`config.mk`:
```
export PLATFORM = sky130hd
export DESIGN_NAME = turn_then_drive_command_sequencer_top
export DESIGN_NICKNAME = d
export VERILOG_FILES = /design/src/sv/ttd_pkg.sv /design/src/sv/turn_then_drive_command_sequencer_top.sv /design/src/sv/ttd_div.sv /design/src/sv/ttd_ctrl.sv /design/src/sv/ttd_dp.sv
export SDC_FILE = /design/constraint.sdc
export NUM_CORES = 2
export LEC_CHECK = 0
export BUFFER_PORTS_ARGS = -buffer_cell sky130_fd_sc_hd__buf_2
export CORE_MARGIN = 4
export CORE_UTILIZATION = 50
export DETAILED_ROUTE_END_ITERATION = 6
export PLACE_DENSITY_LB_ADDON = 0.15
export SYNTH_ARGS = -nofsm -noshare
export SYNTH_HDL_FRONTEND = slang
export SYNTH_HIERARCHICAL = 1
export SYNTH_SLANG_ARGS = --single-unit
```
`constraint.sdc`:
```
create_clock -name clk -period 10.1 [get_ports clk]
set_input_delay 0.505 -clock clk [delete_from_list [all_inputs] [get_ports clk]]
set_output_delay 0.505 -clock clk [all_outputs]
set_load 0.005 [all_outputs]
```
`src/sv/ttd_pkg.sv`:
```
// Shared types, constants and tables for the turn-then-drive command sequencer.
`default_nettype none
package ttd_pkg;

  // Default geometry and iteration count.
  localparam int DEF_SCREEN_WIDTH  = 1024;
  localparam int DEF_SCREEN_HEIGHT = 768;
  localparam int DEF_CORDIC_STEPS  = 16;

  // CORDIC table size and iteration counter width.
  localparam int MAX_STEPS = 24;
  localparam int STEP_W    = 5;

  // CORDIC vector width (covers the largest screen and pose offsets).
  localparam int CW = 36;

  // Reciprocal of the CORDIC gain, Q30.
  localparam logic [29:0] INV_GAIN_Q30 = 30'd652032875;

  // Port widths.
  localparam int IN_TDATA_W  = 88;
  localparam int OUT_TDATA_W = 8;
  localparam int CFG_IDX_W   = 3;
  localparam int CFG_DATA_W  = 24;

  // Divider geometry.
  localparam int DIV_W  = 33;
  localparam int DVS_W  = 24;
  localparam int DCNT_W = 6;

  localparam logic [15:0] TICK_MAX = 16'hFFFF;

  // Drive commands.
  localparam logic [1:0] CMD_STOP    = 2'd0;
  localparam logic [1:0] CMD_FORWARD = 2'd1;
  localparam logic [1:0] CMD_LEFT    = 2'd2;
  localparam logic [1:0] CMD_RIGHT   = 2'd3;

  // Configuration register indexes.
  localparam logic [CFG_IDX_W-1:0] REG_MM_PER_PIXEL   = 3'd0;
  localparam logic [CFG_IDX_W-1:0] REG_ROBOT_RADIUS   = 3'd1;
  localparam logic [CFG_IDX_W-1:0] REG_STOP_DISTANCE  = 3'd2;
  localparam logic [CFG_IDX_W-1:0] REG_SPEED_PER_TICK = 3'd3;
  localparam logic [CFG_IDX_W-1:0] REG_TURN_PER_TICK  = 3'd4;
  localparam logic [CFG_IDX_W-1:0] REG_STOP_TICKS     = 3'd5;

  // Controller to datapath commands.
  typedef struct packed {
    logic tick;
    logic capture;
    logic map;
    logic init;
    logic step;
    logic mul;
    logic fin;
    logic div_start;
    logic div_turn;
    logic lat_tf;
    logic load;
  } ttd_cmd_t;

  // Datapath to controller status.
  typedef struct packed {
    logic area_ok;
    logic cord_last;
    logic too_close;
    logic div_busy;
  } ttd_sts_t;

  // Arctangent of 2^-i as a 32 bit turn fraction.
  function automatic logic [31:0] atan_turn(input logic [STEP_W-1:0] idx);
    logic [31:0] v;
    case (idx)
      5'd0:  v = 32'd536870912;
      5'd1:  v = 32'd316933406;
      5'd2:  v = 32'd167458907;
      5'd3:  v = 32'd85004756;
      5'd4:  v = 32'd42667331;
      5'd5:  v = 32'd21354465;
      5'd6:  v = 32'd10679838;
      5'd7:  v = 32'd5340245;
      5'd8:  v = 32'd2670163;
      5'd9:  v = 32'd1335087;
      5'd10: v = 32'd667544;
      5'd11: v = 32'd333772;
      5'd12: v = 32'd166886;
      5'd13: v = 32'd83443;
      5'd14: v = 32'd41722;
      5'd15: v = 32'd20861;
      5'd16: v = 32'd10430;
      5'd17: v = 32'd5215;
      5'd18: v = 32'd2608;
      5'd19: v = 32'd1304;
      5'd20: v = 32'd652;
      5'd21: v = 32'd326;
      5'd22: v = 32'd163;
      5'd23: v = 32'd81;
      default: v = 32'd0;
    endcase
    return v;
  endfunction

endpackage
`default_nettype wire

```
`src/sv/turn_then_drive_command_sequencer_top.sv`:
```
// Top level of the turn-then-drive command sequencer.
//
// Input items arrive on the in_ stream; in_tuser selects a click (0) or a tick (1).
// A click carries a screen point and the robot pose. Clicks outside the upper-right
// quarter, or on targets within robot_radius, change nothing. Other clicks load a
// four-slot plan: stop, turn, forward, stop. Clicks give no output item.
// Each tick gives one output item on the out_ stream with the next drive command.
// A tick's command is in the output register on the next cycle. A click runs through
// capture, mapping, one CORDIC rotation per cycle, scaling and checks, and then two
// passes (33 quotient bits and a hand-off each) through the shared serial divider.
// Clicks that miss the accepted area end after mapping, targets too close after the
// checks. Items are taken one at a time. When the receiver stalls, the command waits
// in the output register and a new input item is taken only once the register is
// free or being emptied. The user must write configuration through cfg_we, cfg_index
// and cfg_wdata only while idle; the block itself does not enforce this.
// Reset (rst_n low, synchronous) restores register defaults and an empty plan;
// the first tick after reset emits stop.
`default_nettype none
module turn_then_drive_command_sequencer_top #(
  parameter int SCREEN_WIDTH  = ttd_pkg::DEF_SCREEN_WIDTH,
  parameter int SCREEN_HEIGHT = ttd_pkg::DEF_SCREEN_HEIGHT,
  parameter int CORDIC_STEPS  = ttd_pkg::DEF_CORDIC_STEPS
) (
  input  wire logic                            clk,
  input  wire logic                            rst_n,
  input  wire logic                            in_tvalid,
  output logic                                 in_tready,
  // click_x[9:0], click_y[19:10], robot_x[45:20], robot_y[71:46], robot_heading[87:72]
  input  wire logic [ttd_pkg::IN_TDATA_W-1:0]  in_tdata,
  // operation
  input  wire logic                            in_tuser,
  output logic                                 out_tvalid,
  input  wire logic                            out_tready,
  // command[1:0], zero fill above
  output logic [ttd_pkg::OUT_TDATA_W-1:0]      out_tdata,
  input  wire logic                            cfg_we,
  input  wire logic [ttd_pkg::CFG_IDX_W-1:0]   cfg_index,
  input  wire logic [ttd_pkg::CFG_DATA_W-1:0]  cfg_wdata
);
  import ttd_pkg::*;

  ttd_cmd_t   cmd;
  ttd_sts_t   sts;
  logic [1:0] tick_cmd;
  logic       out_free;
  logic       out_valid_r, out_valid_nxt;
  logic [1:0] out_cmd_r;

  assign out_free = !out_valid_r || out_tready;

  ttd_ctrl u_ctrl (
    .clk       (clk),
    .rst_n     (rst_n),
    .in_tvalid (in_tvalid),
    .in_op     (in_tuser),
    .out_free  (out_free),
    .in_tready (in_tready),
    .cmd       (cmd),
    .sts       (sts)
  );

  ttd_dp #(
    .SCREEN_WIDTH  (SCREEN_WIDTH),
    .SCREEN_HEIGHT (SCREEN_HEIGHT),
    .CORDIC_STEPS  (CORDIC_STEPS)
  ) u_dp (
    .clk       (clk),
    .rst_n     (rst_n),
    .cfg_we    (cfg_we),
    .cfg_index (cfg_index),
    .cfg_wdata (cfg_wdata),
    .in_data   (in_tdata),
    .cmd       (cmd),
    .sts       (sts),
    .tick_cmd  (tick_cmd)
  );

  // Output register holds one command item until it is taken.
  always_comb begin
    out_valid_nxt = out_valid_r;
    if (cmd.tick) begin
      out_valid_nxt = 1'b1;
    end else if (out_tready) begin
      out_valid_nxt = 1'b0;
    end
  end

  always_ff @(posedge clk) begin
    if (!rst_n) begin
      out_valid_r <= 1'b0;
    end else begin
      out_valid_r <= out_valid_nxt;
    end
  end

  always_ff @(posedge clk) begin
    if (cmd.tick) begin
      out_cmd_r <= tick_cmd;
    end
  end

  assign out_tvalid = out_valid_r;
  assign out_tdata  = {{(OUT_TDATA_W - 2){1'b0}}, out_cmd_r};
endmodule
`default_nettype wire

```
`src/sv/ttd_div.sv`:
```
// Restoring serial divider, one quotient bit per cycle.
`default_nettype none
module ttd_div (
  input  wire logic                      clk,
  input  wire logic                      rst_n,
  input  wire logic                      start,
  input  wire logic [ttd_pkg::DIV_W-1:0] dividend,
  input  wire logic [ttd_pkg::DVS_W-1:0] divisor,
  output logic                           busy,
  output logic [ttd_pkg::DIV_W-1:0]      quotient
);
  import ttd_pkg::*;

  logic              busy_r, busy_nxt;
  logic [DCNT_W-1:0] cnt_r, cnt_nxt;
  logic [DVS_W:0]    rem_r, rem_nxt;
  logic [DIV_W-1:0]  quo_r, quo_nxt;
  logic [DVS_W-1:0]  dvs_r;
  logic [DVS_W:0]    sh;
  logic [DVS_W+1:0]  diff;
  logic              ge;

  // One trial subtraction of the shifted remainder.
  assign sh   = {rem_r[DVS_W-1:0], quo_r[DIV_W-1]};
  assign diff = {1'b0, sh} - {2'b00, dvs_r};
  assign ge   = !diff[DVS_W+1];

  always_comb begin
    busy_nxt = busy_r;
    cnt_nxt  = cnt_r;
    rem_nxt  = rem_r;
    quo_nxt  = quo_r;
    if (start) begin
      busy_nxt = 1'b1;
      cnt_nxt  = DCNT_W'(DIV_W - 1);
      rem_nxt  = '0;
      quo_nxt  = dividend;
    end else if (busy_r) begin
      rem_nxt = ge ? diff[DVS_W:0] : sh;
      quo_nxt = {quo_r[DIV_W-2:0], ge};
      if (cnt_r == '0) begin
        busy_nxt = 1'b0;
      end else begin
        cnt_nxt = cnt_r - 1'b1;
      end
    end
  end

  always_ff @(posedge clk) begin
    if (!rst_n) begin
      busy_r <= 1'b0;
      cnt_r  <= '0;
    end else begin
      busy_r <= busy_nxt;
      cnt_r  <= cnt_nxt;
    end
  end

  // Operand registers need no reset.
  always_ff @(posedge clk) begin
    rem_r <= rem_nxt;
    quo_r <= quo_nxt;
    if (start) begin
      dvs_r <= divisor;
    end
  end

  assign busy     = busy_r;
  assign quotient = quo_r;
endmodule
`default_nettype wire

```
`src/sv/ttd_ctrl.sv`:
```
// Controller state machine that sequences clicks and ticks.
`default_nettype none
module ttd_ctrl (
  input  wire logic             clk,
  input  wire logic             rst_n,
  input  wire logic             in_tvalid,
  input  wire logic             in_op,
  input  wire logic             out_free,
  output logic                  in_tready,
  output ttd_pkg::ttd_cmd_t     cmd,
  input  wire ttd_pkg::ttd_sts_t sts
);
  import ttd_pkg::*;

  localparam logic [3:0] S_IDLE = 4'd0;
  localparam logic [3:0] S_MAP  = 4'd1;
  localparam logic [3:0] S_INIT = 4'd2;
  localparam logic [3:0] S_CORD = 4'd3;
  localparam logic [3:0] S_MUL  = 4'd4;
  localparam logic [3:0] S_FIN  = 4'd5;
  localparam logic [3:0] S_CHK  = 4'd6;
  localparam logic [3:0] S_DIVF = 4'd7;
  localparam logic [3:0] S_DIVT = 4'd8;

  logic [3:0] state_r, state_nxt;

  // Next state and commands.
  always_comb begin
    state_nxt = state_r;
    cmd       = '0;
    in_tready = (state_r == S_IDLE) && out_free;
    case (state_r)
      S_IDLE: begin
        if (in_tvalid && in_tready) begin
          if (in_op) begin
            cmd.tick = 1'b1;
          end else begin
            cmd.capture = 1'b1;
            state_nxt   = S_MAP;
          end
        end
      end
      S_MAP: begin
        cmd.map   = 1'b1;
        state_nxt = sts.area_ok ? S_INIT : S_IDLE;
      end
      S_INIT: begin
        cmd.init  = 1'b1;
        state_nxt = S_CORD;
      end
      S_CORD: begin
        cmd.step = 1'b1;
        if (sts.cord_last) begin
          state_nxt = S_MUL;
        end
      end
      S_MUL: begin
        cmd.mul   = 1'b1;
        state_nxt = S_FIN;
      end
      S_FIN: begin
        cmd.fin   = 1'b1;
        state_nxt = S_CHK;
      end
      S_CHK: begin
        if (sts.too_close) begin
          state_nxt = S_IDLE;
        end else begin
          cmd.div_start = 1'b1;
          state_nxt     = S_DIVF;
        end
      end
      S_DIVF: begin
        if (!sts.div_busy) begin
          cmd.lat_tf    = 1'b1;
          cmd.div_start = 1'b1;
          cmd.div_turn  = 1'b1;
          state_nxt     = S_DIVT;
        end
      end
      S_DIVT: begin
        if (!sts.div_busy) begin
          cmd.load  = 1'b1;
          state_nxt = S_IDLE;
        end
      end
      default: state_nxt = S_IDLE;
    endcase
  end

  always_ff @(posedge clk) begin
    if (!rst_n) begin
      state_r <= S_IDLE;
    end else begin
      state_r <= state_nxt;
    end
  end
endmodule
`default_nettype wire

```
`src/sv/ttd_dp.sv`:
```
// Datapath: configuration, coordinate mapping, CORDIC, scaling, division and slots.
`default_nettype none
module ttd_dp #(
  parameter int SCREEN_WIDTH  = ttd_pkg::DEF_SCREEN_WIDTH,
  parameter int SCREEN_HEIGHT = ttd_pkg::DEF_SCREEN_HEIGHT,
  parameter int CORDIC_STEPS  = ttd_pkg::DEF_CORDIC_STEPS
) (
  input  wire logic                           clk,
  input  wire logic                           rst_n,
  input  wire logic                           cfg_we,
  input  wire logic [ttd_pkg::CFG_IDX_W-1:0]  cfg_index,
  input  wire logic [ttd_pkg::CFG_DATA_W-1:0] cfg_wdata,
  input  wire logic [ttd_pkg::IN_TDATA_W-1:0] in_data,
  input  wire ttd_pkg::ttd_cmd_t              cmd,
  output ttd_pkg::ttd_sts_t                   sts,
  output logic [1:0]                          tick_cmd
);
  import ttd_pkg::*;

  localparam int NSTEPS = (CORDIC_STEPS > MAX_STEPS) ? MAX_STEPS : CORDIC_STEPS;
  localparam logic signed [15:0] W3 = 16'(3 * SCREEN_WIDTH);
  localparam logic signed [15:0] HH = 16'(SCREEN_HEIGHT);

  // Configuration registers.
  logic [15:0] mm_r;
  logic [23:0] radius_r, stopd_r, speed_r;
  logic [13:0] turn_r;
  logic [15:0] stopt_r;

  // Captured click.
  logic [9:0]         cx_r, cy_r;
  logic signed [25:0] rx_r, ry_r;
  logic [15:0]        hd_r;

  // Mapping and CORDIC.
  logic signed [15:0]   dx, dy;
  logic signed [16:0]   mm_s;
  logic signed [32:0]   px, py;
  logic signed [32:0]   wx_r, wy_r;
  logic signed [CW-1:0] x0, y0, x_r, y_r, xs, ys;
  logic [31:0]          z_r, zr;
  logic [STEP_W-1:0]    i_r;

  // Scaling and bearing.
  logic [32:0]        xm;
  logic [62:0]        prod_r, psum;
  logic [32:0]        dist_r;
  logic signed [34:0] rem;
  logic [15:0]        bearing, err, mag_r;
  logic [1:0]         dir_r;
  logic [15:0]        tf_r, tr;

  // Divider link.
  logic [DIV_W-1:0] div_dividend, quo;
  logic [DVS_W-1:0] div_divisor;
  logic             div_busy;

  // Slot line: stage 0 is the current slot, later stages the lower slots.
  logic               started_r, started_nxt;
  logic [1:0]         idx_r, idx_nxt;
  logic [1:0]         stg_cmd_r [4];
  logic [1:0]         stg_cmd_nxt [4];
  logic signed [17:0] stg_tk_r [4];
  logic signed [17:0] stg_tk_nxt [4];
  logic               cur_le0;

  // Screen point to world offsets.
  assign dx   = $signed({4'b0000, cx_r, 2'b00}) - W3;
  assign dy   = HH - $signed({4'b0000, cy_r, 2'b00});
  assign mm_s = $signed({1'b0, mm_r});
  assign px   = dx * mm_s;
  assign py   = dy * mm_s;

  assign sts.area_ok = ({2'b00, cx_r, 1'b0} >= 13'(SCREEN_WIDTH)) &&
                       ({2'b00, cy_r, 1'b0} <= 13'(SCREEN_HEIGHT));

  // Vector from robot to target.
  assign x0 = CW'(wx_r) - CW'(rx_r);
  assign y0 = CW'(wy_r) - CW'(ry_r);

  // One CORDIC rotation.
  assign xs = x_r >>> i_r;
  assign ys = y_r >>> i_r;
  assign sts.cord_last = (i_r == STEP_W'(NSTEPS - 1));

  // Magnitude scaling and rounding.
  assign xm   = x_r[CW-1] ? '0 : x_r[32:0];
  assign psum = prod_r + 63'(1 << 29);

  // Bearing error, rounded to 16 bits.
  assign zr      = z_r + 32'h0000_8000;
  assign bearing = zr[31:16];
  assign err     = bearing - hd_r;

  // Travel left after braking.
  assign rem = $signed({2'b00, dist_r}) - $signed({10'b0, stopd_r, 1'b0});
  assign sts.too_close = (dist_r <= {9'b0, radius_r});

  // Divider operands.
  assign div_dividend = cmd.div_turn ? {17'b0, mag_r} : rem[DIV_W-1:0];
  assign div_divisor  = cmd.div_turn ? {10'b0, turn_r} : speed_r;
  assign sts.div_busy = div_busy;
  assign tr           = (turn_r == '0) ? TICK_MAX : quo[15:0];

  ttd_div u_div (
    .clk      (clk),
    .rst_n    (rst_n),
    .start    (cmd.div_start),
    .dividend (div_dividend),
    .divisor  (div_divisor),
    .busy     (div_busy),
    .quotient (quo)
  );

  // Tick handling and slot loading.
  assign cur_le0 = stg_tk_r[0][17] || (stg_tk_r[0] == '0);

  always_comb begin
    started_nxt = started_r;
    idx_nxt     = idx_r;
    stg_cmd_nxt = stg_cmd_r;
    stg_tk_nxt  = stg_tk_r;
    tick_cmd    = CMD_STOP;
    if (cmd.tick) begin
      if (!started_r) begin
        started_nxt = 1'b1;
      end else if (cur_le0) begin
        if (idx_r != 2'd0) begin
          stg_cmd_nxt[0] = stg_cmd_r[1];
          stg_cmd_nxt[1] = stg_cmd_r[2];
          stg_cmd_nxt[2] = stg_cmd_r[3];
          stg_tk_nxt[0]  = stg_tk_r[1][17] ? stg_tk_r[1] : stg_tk_r[1] - 18'sd1;
          stg_tk_nxt[1]  = stg_tk_r[2];
          stg_tk_nxt[2]  = stg_tk_r[3];
          idx_nxt        = idx_r - 2'd1;
          tick_cmd       = stg_cmd_r[1];
        end
      end else begin
        stg_tk_nxt[0] = stg_tk_r[0] - 18'sd1;
        tick_cmd      = stg_cmd_r[0];
      end
    end else if (cmd.load) begin
      stg_cmd_nxt[0] = CMD_STOP;
      stg_tk_nxt[0]  = $signed({2'b00, stopt_r});
      stg_cmd_nxt[1] = dir_r;
      stg_tk_nxt[1]  = $signed({2'b00, tr});
      stg_cmd_nxt[2] = CMD_FORWARD;
      stg_tk_nxt[2]  = $signed({2'b00, tf_r});
      stg_cmd_nxt[3] = CMD_STOP;
      stg_tk_nxt[3]  = $signed({2'b00, stopt_r});
      idx_nxt        = 2'd3;
    end
  end

  // Control state, slot line and configuration.
  always_ff @(posedge clk) begin
    if (!rst_n) begin
      started_r    <= 1'b0;
      idx_r        <= 2'd0;
      stg_cmd_r[0] <= CMD_STOP;
      stg_tk_r[0]  <= '0;
      mm_r         <= 16'd256;
      radius_r     <= 24'd38400;
      stopd_r      <= '0;
      speed_r      <= 24'd256;
      turn_r       <= 14'd182;
      stopt_r      <= '0;
    end else begin
      started_r <= started_nxt;
      idx_r     <= idx_nxt;
      stg_cmd_r <= stg_cmd_nxt;
      stg_tk_r  <= stg_tk_nxt;
      if (cfg_we) begin
        case (cfg_index)
          REG_MM_PER_PIXEL:   mm_r     <= cfg_wdata[15:0];
          REG_ROBOT_RADIUS:   radius_r <= cfg_wdata;
          REG_STOP_DISTANCE:  stopd_r  <= cfg_wdata;
          REG_SPEED_PER_TICK: speed_r  <= cfg_wdata;
          REG_TURN_PER_TICK:  turn_r   <= cfg_wdata[13:0];
          REG_STOP_TICKS:     stopt_r  <= cfg_wdata[15:0];
          default: ;
        endcase
      end
    end
  end

  // Click payload pipeline.
  always_ff @(posedge clk) begin
    if (cmd.capture) begin
      cx_r <= in_data[9:0];
      cy_r <= in_data[19:10];
      rx_r <= $signed(in_data[45:20]);
      ry_r <= $signed(in_data[71:46]);
      hd_r <= in_data[87:72];
    end
    if (cmd.map) begin
      wx_r <= px >>> 2;
      wy_r <= py >>> 2;
    end
    if (cmd.init) begin
      i_r <= '0;
      if (x0 < 0) begin
        x_r <= -x0;
        y_r <= -y0;
        z_r <= 32'h8000_0000;
      end else begin
        x_r <= x0;
        y_r <= y0;
        z_r <= '0;
      end
    end else if (cmd.step) begin
      i_r <= i_r + 1'b1;
      if (y_r > 0) begin
        x_r <= x_r + ys;
        y_r <= y_r - xs;
        z_r <= z_r + atan_turn(i_r);
      end else begin
        x_r <= x_r - ys;
        y_r <= y_r + xs;
        z_r <= z_r - atan_turn(i_r);
      end
    end
    if (cmd.mul) begin
      prod_r <= 63'(xm) * 63'(INV_GAIN_Q30);
    end
    if (cmd.fin) begin
      dist_r <= psum[62:30];
      if (err > 16'h8000) begin
        dir_r <= CMD_RIGHT;
        mag_r <= 16'(17'h10000 - {1'b0, err});
      end else begin
        dir_r <= CMD_LEFT;
        mag_r <= err;
      end
    end
    if (cmd.lat_tf) begin
      if (rem <= 0) begin
        tf_r <= '0;
      end else if ((speed_r == '0) || (quo[DIV_W-1:16] != '0)) begin
        tf_r <= TICK_MAX;
      end else begin
        tf_r <= quo[15:0];
      end
    end
  end
endmodule
`default_nettype wire

```
==> qor.txt <==
status: finished clean
Syn. warnings: 6
RSZ-0062 raised after global routing: no
Post-Route WL: 235,600 um
area delta synth->final: 7.859%
Die Y: 408.2 um
CTS Buf Count: 83
# IOs: 131
Synth top area share: 18.87%
largest net degree at the start of global routing: 88
Post-Syn Instances: 8,471
Hold Fails Final Rpt: 0
Vias per Instance: 5.833
WP data arrival: 9.91 ns
core area: 0.1587 mm2
die width: 408.2 um
Crit Path Class: reg -> reg
final setup violation count: 0
Overflow after GRT: 0
synthesized area per cell: 9.454 um2
DRC: 0
# hold bufs at CTS: 89
CP max FO: 23
fin crit period: 9.333 ns
Unique masters post-synth: 120
DR pass1 iterations: 6
Layout Skew: 0.05032 ns
CTS tree: built
Yosys reg bits: 670
Syn Std Cell Area: 0.08008 mm2
clock buffer depth: 3
fin nets: 10,240
clock latency at the later pin of the worst-skew pair: 0.77 ns
DPL Wire Length: 186,700 um
Worst R2R Path Depth: 26
starting DRC count in detailed routing: 5,302
CTS Sinks: 670
EDFF count, synth: 458
Row Count: 146
root buffer cell: clkbuf_16
final weighted congestion in routability-driven placement: 1.011
Crit Reg-Reg Endpoint: u_dp/prod_r[54]
Starting Density: 50.45%
initial antenna violation count: 5
cell taking the most area after synthesis: fa_1
H-tree depth: 3
Async S/R FF share, synth: 0%
maxcap violations: 0
Tot GR Track Use: 28.19%
vias after detailed routing: 62,230
Hold Crit Class: in -> reg
share of cells above drive strength 1: 7.550%
CP startpoint kind: flop
Seq/Total Area, Yosys: 22.47%
FMAX: 107.2 MHz
clock slew at reported path FFs: 0.06 ns
synth top area cells: fa_1 19%, edfxtp_1 17%, ha_1 13%, inv_1 5.6%, dfxtp_1 5.3%
ANT nets after route: 0
delay of the slowest critical-path stage: 0.69 ns
critical path endpoint: u_dp/prod_r[54]
vias in the first global route: 62,450
Setup crit start: u_dp/x_r[35]
worst endpoint required time: 10.68 ns
final slew viol count: 0
worst slew pin tran: 1.157 ns
post-CTS setup repair buffer count: 0
worst rel slew slack: 22.86%
die area: 0.1666 mm2
first-pass GRT wire length: 369,600 um
cell repeated most along the worst path: fa_1
worst-path cell with the longest stage delay: o31ai_1
CTS resizes: 0
critical path capture point type: flop
reg2reg setup slack: 0.77 ns
Fill cells: 14,240
reg2reg start: u_dp/x_r[35]
IO buf count: 124
post-route clock period utilization: 92.40%
setup tns final: 0 ns
ys flop type: edfxtp_1
drt wl/cell: 22.08 um
[layout make-up]
type / instances / area (um2) / share of cell area, %
Tap cell: 2072 / 2592 / 3.001
Multi-Input combinational cell: 6268 / 56120 / 64.98
Timing Repair Buffer: 297 / 2145 / 2.483
Antenna cell: 1 / 2.502 / 0.002897
Inverter: 1205 / 4523 / 5.237
Clock buffer: 97 / 2171 / 2.513
Clock inverter: 59 / 807.0 / 0.9343
Sequential cell: 670 / 18010 / 20.85
[flip-flops by register name (all words and copies together) (netlist names), 24 cells and up, named ones only]
name / cells
u_dp/dist_r: 33
u_dp/prod_r: 34
u_dp/radius_r: 24
u_dp/rx_r: 26
u_dp/ry_r: 26
u_dp/speed_r: 24
u_dp/stg_tk_r: 66
u_dp/stopd_r: 24
u_dp/u_div/dvs_r: 24
u_dp/u_div/quotient: 33
u_dp/u_div/rem_r: 24
u_dp/wx_r: 28
u_dp/wy_r: 28
u_dp/x_r: 36
u_dp/y_r: 36
u_dp/z_r: 32
[per-stage QoR]
step           hold slack (ns)  cell area [um2]  setup slack (ns)  utilization (%)  instances
3_5_place_dp            0.4597            82500            0.8925            51.97      10420
2_1_floorplan           0.4299            80100             1.987                -       8476
3_3_place_gp            0.4502            82500             1.015            51.97      10420
4_1_cts               0.006293            86370            0.8624            54.41      10670
5_1_grt               0.006637            86380           0.09512            54.41      10670
6_report               0.05463            86380            0.7673            54.41      10670
[per-layer routing]
| metal | vias up | track usage [%] | part of all wire [%] |
|---|---|---|---|
| met3 | 401 | 5.626 | 7.6 |
| li1 | 29080 | - | - |
| met1 | 30640 | 39.52 | 44 |
| met2 | 2106 | 44.37 | 45 |
| met5 | - | 0 | 0.0051 |
| met4 | 2 | 8.282 | 3.2 |
[critical path: cells and delay by family, from the launching register on]
| kind | cells | cell delay (ns) |
|---|---|---|
| buffers and inverters | 6 | 0.98 |
| and+or+nand+nor | 5 | 1.37 |
| adders and majority gates | 9 | 4.33 |
| DFF | 1 | 0.35 |
| AOI/OAI and AO/OA | 6 | 2.11 |
[layout by cell type, fill, tap and decap left out, drive strengths merged, types with 34 or more instances in the layout]
cell            n
nand2b         85
a31oi          67
o31ai          35
nand3         162
xnor2         289
o21a           76
o22ai          37
dfxtp         212
and2          228
nor4           53
or2            57
dlygate4sd3    89
edfxtp        458
clkbuf         97
nor3          117
or3            44
mux2i          94
o21ai         285
mux2           81
inv          1214
ha            836
fa            755
xor2          209
nand2         847
a21oi         374
clkinv         34
nor2b          82
a21o          140
mux4          102
buf           208
o211ai         56
and3           71
a211oi         58
nand4          52
nor2          441
a21boi        126
[synth_stat cells, types with 20 or more instances]
cell      count
inv_1      1203
nand2_1     847
ha_1        836
fa_1        755
edfxtp_1    458
nor2_1      441
a21oi_1     372
xnor2_1     288
o21ai_0     269
clkbuf_1    242
and2_1      228
dfxtp_1     212
xor2_1      209
nand3_1     161
a21o_1      140
a21boi_0    124
nor3_1      117
mux2i_1      94
mux4_2       86
nand2b_1     83
nor2b_1      81
mux2_2       80
o21a_1       76
and3_1       71
a31oi_1      67
o211ai_1     56
a211oi_1     55
or2_2        54
nand4_1      51
nor4_1       51
or3_1        44
o22ai_1      37
o31ai_1      34
o21bai_1     31
a311oi_1     27
buf_2        26
buf_4        25
nor3b_1      25
o211a_1      21
a22o_1       20
buf_1        20
[how the worst min path moves through the flow]
stage,startpoint,endpoint,slack [ns],cells past startpoint
CTS,cfg_wdata[19],u_dp/speed_r[19],0.006,3
finish,in_tdata[31],u_dp/rx_r[11],0.05,1
detailed placement,u_dp/stopd_r[13],u_dp/stopd_r[13],0.46,2
floorplan,u_dp/stopt_r[11],u_dp/stg_tk_r[11],0.43,0
global placement,u_dp/started_r,u_dp/started_r,0.45,1
global route,in_tdata[31],u_dp/rx_r[11],0.007,1
[logic make-up (layout without fill, tap and decap cells)]
| kind of cell | Yosys count | after routing | synth area share, % |
|---|---|---|---|
| DFF | 670 | 670 | 22.47 |
| adders and majority gates | 1591 | 1591 | 31.94 |
| other | 1 | 7 | 0.004683 |
| muxes | 277 | 277 | 5.257 |
| xor gates and xnor gates | 498 | 498 | 5.456 |
| AOI/OAI and AO/OA | 1556 | 1556 | 13.08 |
| and+or+nand+nor | 2340 | 2340 | 14.19 |
| buffers and inverters | 1538 | 1658 | 7.606 |
Power is left out: the tool's default activity adds up to more than one toggle a clock period on the data nets, which glitch-free logic cannot reach.
